File: src/hw/rtl/mvm_pkg.sv
// Shared types, sizes and helpers for the matrix-vector multiply block.
// Depends on nothing; every RTL file refers to it by scoped names.
package mvm_pkg;

    localparam int MAX_ROWS    = 32;
    localparam int MAX_COLS    = 64;
    localparam int VALUE_WIDTH = 16;

    localparam int ROW_W   = 5;
    localparam int COL_W   = 6;
    localparam int RCNT_W  = 6;
    localparam int CCNT_W  = 7;
    localparam int SUM_W   = 32;
    localparam int ADDR_W  = (MAX_COLS > 1) ? $clog2(MAX_COLS) : 1;
    localparam int CNT_W   = $clog2(MAX_COLS + 2);
    localparam int PROD_W  = 2 * VALUE_WIDTH;
    localparam int ACC_W   = PROD_W + ADDR_W + 1;
    localparam int DRAIN_LEN = MAX_ROWS + 6;
    localparam int DRAIN_W   = $clog2(DRAIN_LEN + 1);

    localparam logic CFG_ROW_COUNT = 1'b0;
    localparam logic CFG_COL_COUNT = 1'b1;
    localparam logic OP_WEIGHT = 1'b0;
    localparam logic OP_VECTOR = 1'b1;

    typedef struct packed {
        logic                           op;
        logic [ROW_W-1:0]               row_index;
        logic [COL_W-1:0]               col_index;
        logic signed [VALUE_WIDTH-1:0]  value;
        logic                           vector_end;
    } t_cmd;

    typedef struct packed {
        logic [ROW_W-1:0]         result_row;
        logic signed [SUM_W-1:0]  product_sum;
        logic                     length_error;
        logic                     final_result;
    } t_result;

    // element travelling along the row of cells
    typedef struct packed {
        logic                           vld;
        logic                           first;
        logic [ADDR_W-1:0]              col;
        logic signed [VALUE_WIDTH-1:0]  x;
    } t_flow;

    typedef struct packed {
        logic                           en;
        logic [ADDR_W-1:0]              col;
        logic signed [VALUE_WIDTH-1:0]  value;
    } t_wr;

    typedef struct packed {
        logic load;
        logic shift;
    } t_cell_ctl;

    typedef enum logic [2:0] {
        ST_IDLE,
        ST_STREAM,
        ST_DRAIN,
        ST_OUTPUT,
        ST_ERR
    } t_state;

    function automatic logic signed [SUM_W-1:0] sat_sum(input logic signed [ACC_W-1:0] a);
        logic signed [ACC_W-1:0] hi;
        logic signed [ACC_W-1:0] lo;
        hi = ACC_W'($signed({1'b0, {(SUM_W-1){1'b1}}}));
        lo = ACC_W'($signed({1'b1, {(SUM_W-1){1'b0}}}));
        if (a > hi) begin
            return hi[SUM_W-1:0];
        end else if (a < lo) begin
            return lo[SUM_W-1:0];
        end
        return a[SUM_W-1:0];
    endfunction

endpackage

File: src/hw/rtl/mvm_cell.sv
// One row cell: local weight row memory, multiply-accumulate, result shift stage.
// Depends on mvm_pkg.
module mvm_cell (
    input  logic                          i_clk,
    input  logic                          i_rst_n,
    input  mvm_pkg::t_wr                  i_wr,
    input  mvm_pkg::t_flow                i_flow,
    output mvm_pkg::t_flow                o_flow,
    input  mvm_pkg::t_cell_ctl            i_ctl,
    input  logic signed [mvm_pkg::SUM_W-1:0] i_sh,
    output logic signed [mvm_pkg::SUM_W-1:0] o_sh
);

    logic signed [mvm_pkg::VALUE_WIDTH-1:0] r_mem [mvm_pkg::MAX_COLS];
    logic signed [mvm_pkg::VALUE_WIDTH-1:0] r_w;
    mvm_pkg::t_flow                         r_flow;
    logic signed [mvm_pkg::PROD_W-1:0]      r_prod;
    logic                                   r_p_vld;
    logic                                   r_p_first;
    logic signed [mvm_pkg::ACC_W-1:0]       r_acc;
    logic signed [mvm_pkg::ACC_W-1:0]       n_acc;
    logic signed [mvm_pkg::SUM_W-1:0]       r_sh;

    always_ff @(posedge i_clk) begin
        if (i_wr.en) begin
            r_mem[i_wr.col] <= i_wr.value;
        end
        r_w <= r_mem[i_flow.col];
    end

    always_ff @(posedge i_clk) begin
        if (!i_rst_n) begin
            r_flow.vld <= 1'b0;
            r_p_vld    <= 1'b0;
        end else begin
            r_flow.vld <= i_flow.vld;
            r_p_vld    <= r_flow.vld;
        end
        r_flow.first <= i_flow.first;
        r_flow.col   <= i_flow.col;
        r_flow.x     <= i_flow.x;
        r_p_first    <= r_flow.first;
        r_prod       <= r_w * r_flow.x;
    end

    always_comb begin
        n_acc = r_acc;
        if (r_p_vld) begin
            n_acc = r_p_first ? mvm_pkg::ACC_W'(r_prod) : r_acc + mvm_pkg::ACC_W'(r_prod);
        end
    end

    always_ff @(posedge i_clk) begin
        r_acc <= n_acc;
        if (i_ctl.load) begin
            r_sh <= mvm_pkg::sat_sum(r_acc);
        end else if (i_ctl.shift) begin
            r_sh <= i_sh;
        end
    end

    assign o_flow = r_flow;
    assign o_sh   = r_sh;

endmodule

File: config.mk
export PLATFORM = sky130hd
export DESIGN_NAME = mvm_cell
export DESIGN_NICKNAME = d
export VERILOG_FILES = /design/src/hw/rtl/mvm_pkg.sv /design/src/hw/rtl/mvm_cell.sv
export SDC_FILE = /design/constraint.sdc
export NUM_CORES = 2
export LEC_CHECK = 0
export CELL_PAD_IN_SITES_DETAIL_PLACEMENT = 1
export CELL_PAD_IN_SITES_GLOBAL_PLACEMENT = 2
export CORE_UTILIZATION = 51
export CTS_BUF_LIST = sky130_fd_sc_hd__clkbuf_4 sky130_fd_sc_hd__clkbuf_8
export DETAILED_ROUTE_END_ITERATION = 16
export DONT_BUFFER_PORTS = 1
export HOLD_SLACK_MARGIN = 0.15
export PLACE_DENSITY = 0.91
export SLEW_MARGIN = 10
export SYNTH_ARGS = -nofsm -noshare
export SYNTH_HDL_FRONTEND = slang
export SYNTH_SLANG_ARGS = --single-unit
File: constraint.sdc
create_clock -name i_clk -period 6.38 [get_ports i_clk]
set_input_delay 1.914 -clock i_clk [delete_from_list [all_inputs] [get_ports i_clk]]
set_output_delay 1.914 -clock i_clk [all_outputs]
set_load 0.03 [all_outputs]
==> flow_summary.toml <==
[critical_path]
cp.required_ns = 7.11
crit_top_cell = "fa_1"
cpPeakStageDelay_ns = 0.56
critPathArrivalTime_ns = 6.84
start_kind = "register"
cp_top_family = "adder cells"
crit_buf_inv = 5
path_cells = "buf_4, nand2_1, fa_1, inv_1, fa_1, fa_1, fa_1, fa_1, inv_1, fa_1, inv_1, ha_1, buf_4, a21o_1, a21o_1, a21oi_1, nand2b_1, a21o_1, a21oi_1, o21ai_1, xor2_1"
cp_slowest_cell = "fa_1"
cp-end-kind = "register"
cp_max_fo = 10
path_class = "reg2reg"

[clock_tree]
insertion_delay_ns = 0.86
postCtsHoldBufs = 0
cts_tree = "built"
cts_htree_levels = 4
cts_buffers = 182
cts.sink_count = 1169
path_clk_slew_ns = 0.07
cts_setup_buffers = 0
root_buffer = "clkbuf_8"
clk_path_buf_depth = 3

[final_layout]
drive_gt1_share_pct = 21.9
num-fill-cells = 9734
area_delta_synth_final_pct = 10.5
layout.nets = 3898
final_common_cell = "edfxtp_1"
layout_common_cells = "edfxtp_1 (1095), inv_1 (345), mux4_2 (336)"
stdcell_count = 4999

[sta]
max_freq_mhz = 164
hold_viol_final = 0
worstMarginPinSlew_ns = 1.50
layout_min_cycle_time_ns = 6.11
rsz0062_at_grt = "no"
finClkSkew_ns = 0.0491
fin_crit_sh_pct = 95.8
slew_violations = 5
setup_viol = 0
slew-limit-headroom_pct = -0.0773
fin_tns_setup_ns = 0

[global_routing]
grt_pass1_vias = 33500
antenna_found_initial = 16
grt_overflow = 0
grt_max_degree = 258
grt_pass1_wl_mm = 221
grt.total_usage_pct = 27.3

[logic_synthesis]
synth.distinct_cells = 68
ys_async_sr_fraction_pct = 0
ys_ff_latch = 1169
synth_top_cell_area_share_pct = 59.1
synth_top_flop_cell = "edfxtp_1"
yosys_warnings = 0
yosysSeqAreaShare_pct = 61.8
syn_nets = 3752
synth.area.top_cells = "edfxtp_1 (59%), mux4_2 (14%), fa_1 (9.5%), ha_1 (2.7%), dfxtp_1 (2.7%)"
avgSynthCellArea_sq_um = 16.9
synth-edff-count = 1095
synthCells = 3286
yosys.area.top_type = "edfxtp_1"
syn-cell-area_sq_um = 55600

[detailed_routing]
ant_nets = 0
met1_length_mm = 55.8
routed.top_layer = "met5"
firstDrtPassIters = 7
vias_per_cell = 6.18
wl_met2_mm = 75.3
drt_iter0_markers = 3043
wl_mm = 149
num_vias = 30900
drc_errors = 0
wl_met3_mm = 11.8
wire_per_inst_um = 29.7

[placed_design]
port_buffers = 0
placedCellCount = 4651
dp_hpwl_mm = 89.8
place_congestion = 0.864

[floorplan]
die-area_sq_um = 110000
die_w_um = 332
initial_core_util_pct = 51.7
die_h_um = 332
rows = 120
core_sq_um = 108000
io_pins = 139

[outcome]
status = "complete, but fails checks"
violations = "max-slew violations"

[job]
maxCapViolCount = 0

[worst_hold_path]
holdCritPathClass = "reg2reg"
## per-layer routing
layer  track usage [%]  vias up
li1                  -    12600
met1              34.5    16300
met2              46.8     1656
met3              5.47      316
met4              9.97       12
met5                 0        -
## logic make-up after synthesis
kind of cell	share of synthesized area (%)
DFF	61.8
and+or+nand+nor	5.07
buffers and inverters	3.36
adders and majority gates	12.2
muxes	13.7
AOI/OAI and AO/OA	3.07
xor gates and xnor gates	0.850
## area by class of cell
cell class | instances | area, sq um | area share [%]
Clock inverter | 88 | 702 | 1.14
Tap cell | 1403 | 1760 | 2.86
Sequential cell | 1169 | 34400 | 56.0
Multi-Input combinational cell | 1632 | 19500 | 31.7
Antenna cell | 6 | 15.0 | 0.0244
Clock buffer | 254 | 3060 | 4.99
Timing Repair Buffer | 102 | 778 | 1.27
Inverter | 345 | 1290 | 2.11
## cells in the mapped netlist (all sizes together) (25+ instances only)
| library cell | n |
|---|---|
| nor2 | 135 |
| nand3 | 25 |
| dfxtp | 74 |
| buf | 35 |
| a21oi | 86 |
| and2 | 127 |
| inv | 345 |
| clkbuf | 105 |
| a21o | 31 |
| o21ai | 59 |
| xnor2 | 38 |
| nand2 | 211 |
| fa | 263 |
| ha | 120 |
| mux4 | 336 |
| edfxtp | 1095 |
## final timing paths
check | startpoint | to | slack (ns) | cells after the start
setup / recovery | r_w[8] | r_prod[27] | 0.27 | 21
hold / removal | o_flow[22] | r_p_first | 0.50 | 0
setup reg to reg | r_w[8] | r_prod[27] | 0.27 | 21
hold reg to reg | o_flow[22] | r_p_first | 0.50 | 0
## registers in the layout, indices dropped and copies added, names as in the netlist
signal and cells:
o_sh 32, o_flow 24, r_w 16, r_mem 1024, r_prod 32, r_p_first 1, r_acc 39, r_p_vld 1
## repair_timing
| item | CTS | global route |
|---|---|---|
| endpoints found under the hold margin | 0 | 0 |
| pin swaps | 0 | 0 |
| endpoints found under the setup margin | 1 | 9 |
| gates resized for setup | 2 | 16 |
## stage by stage
step | instance area (sq um) | hold WS, ns | setup WS (ns) | util (%)
3_5_place_dp | 57600 | 0.505 | -0.0578 | 53.5
5_1_grt | 61400 | 0.503 | 0.00140 | 57.1
6_report | 61400 | 0.497 | 0.266 | 57.1
4_1_cts | 61400 | 0.500 | 0.00685 | 57.0
3_3_place_gp | 57600 | 0.506 | 0.233 | 53.5
2_1_floorplan | 55600 | 0.486 | 0.330 | -
Power is not shown: default switching activity piles up to over one toggle a cycle in this logic, so the estimate is an artifact.
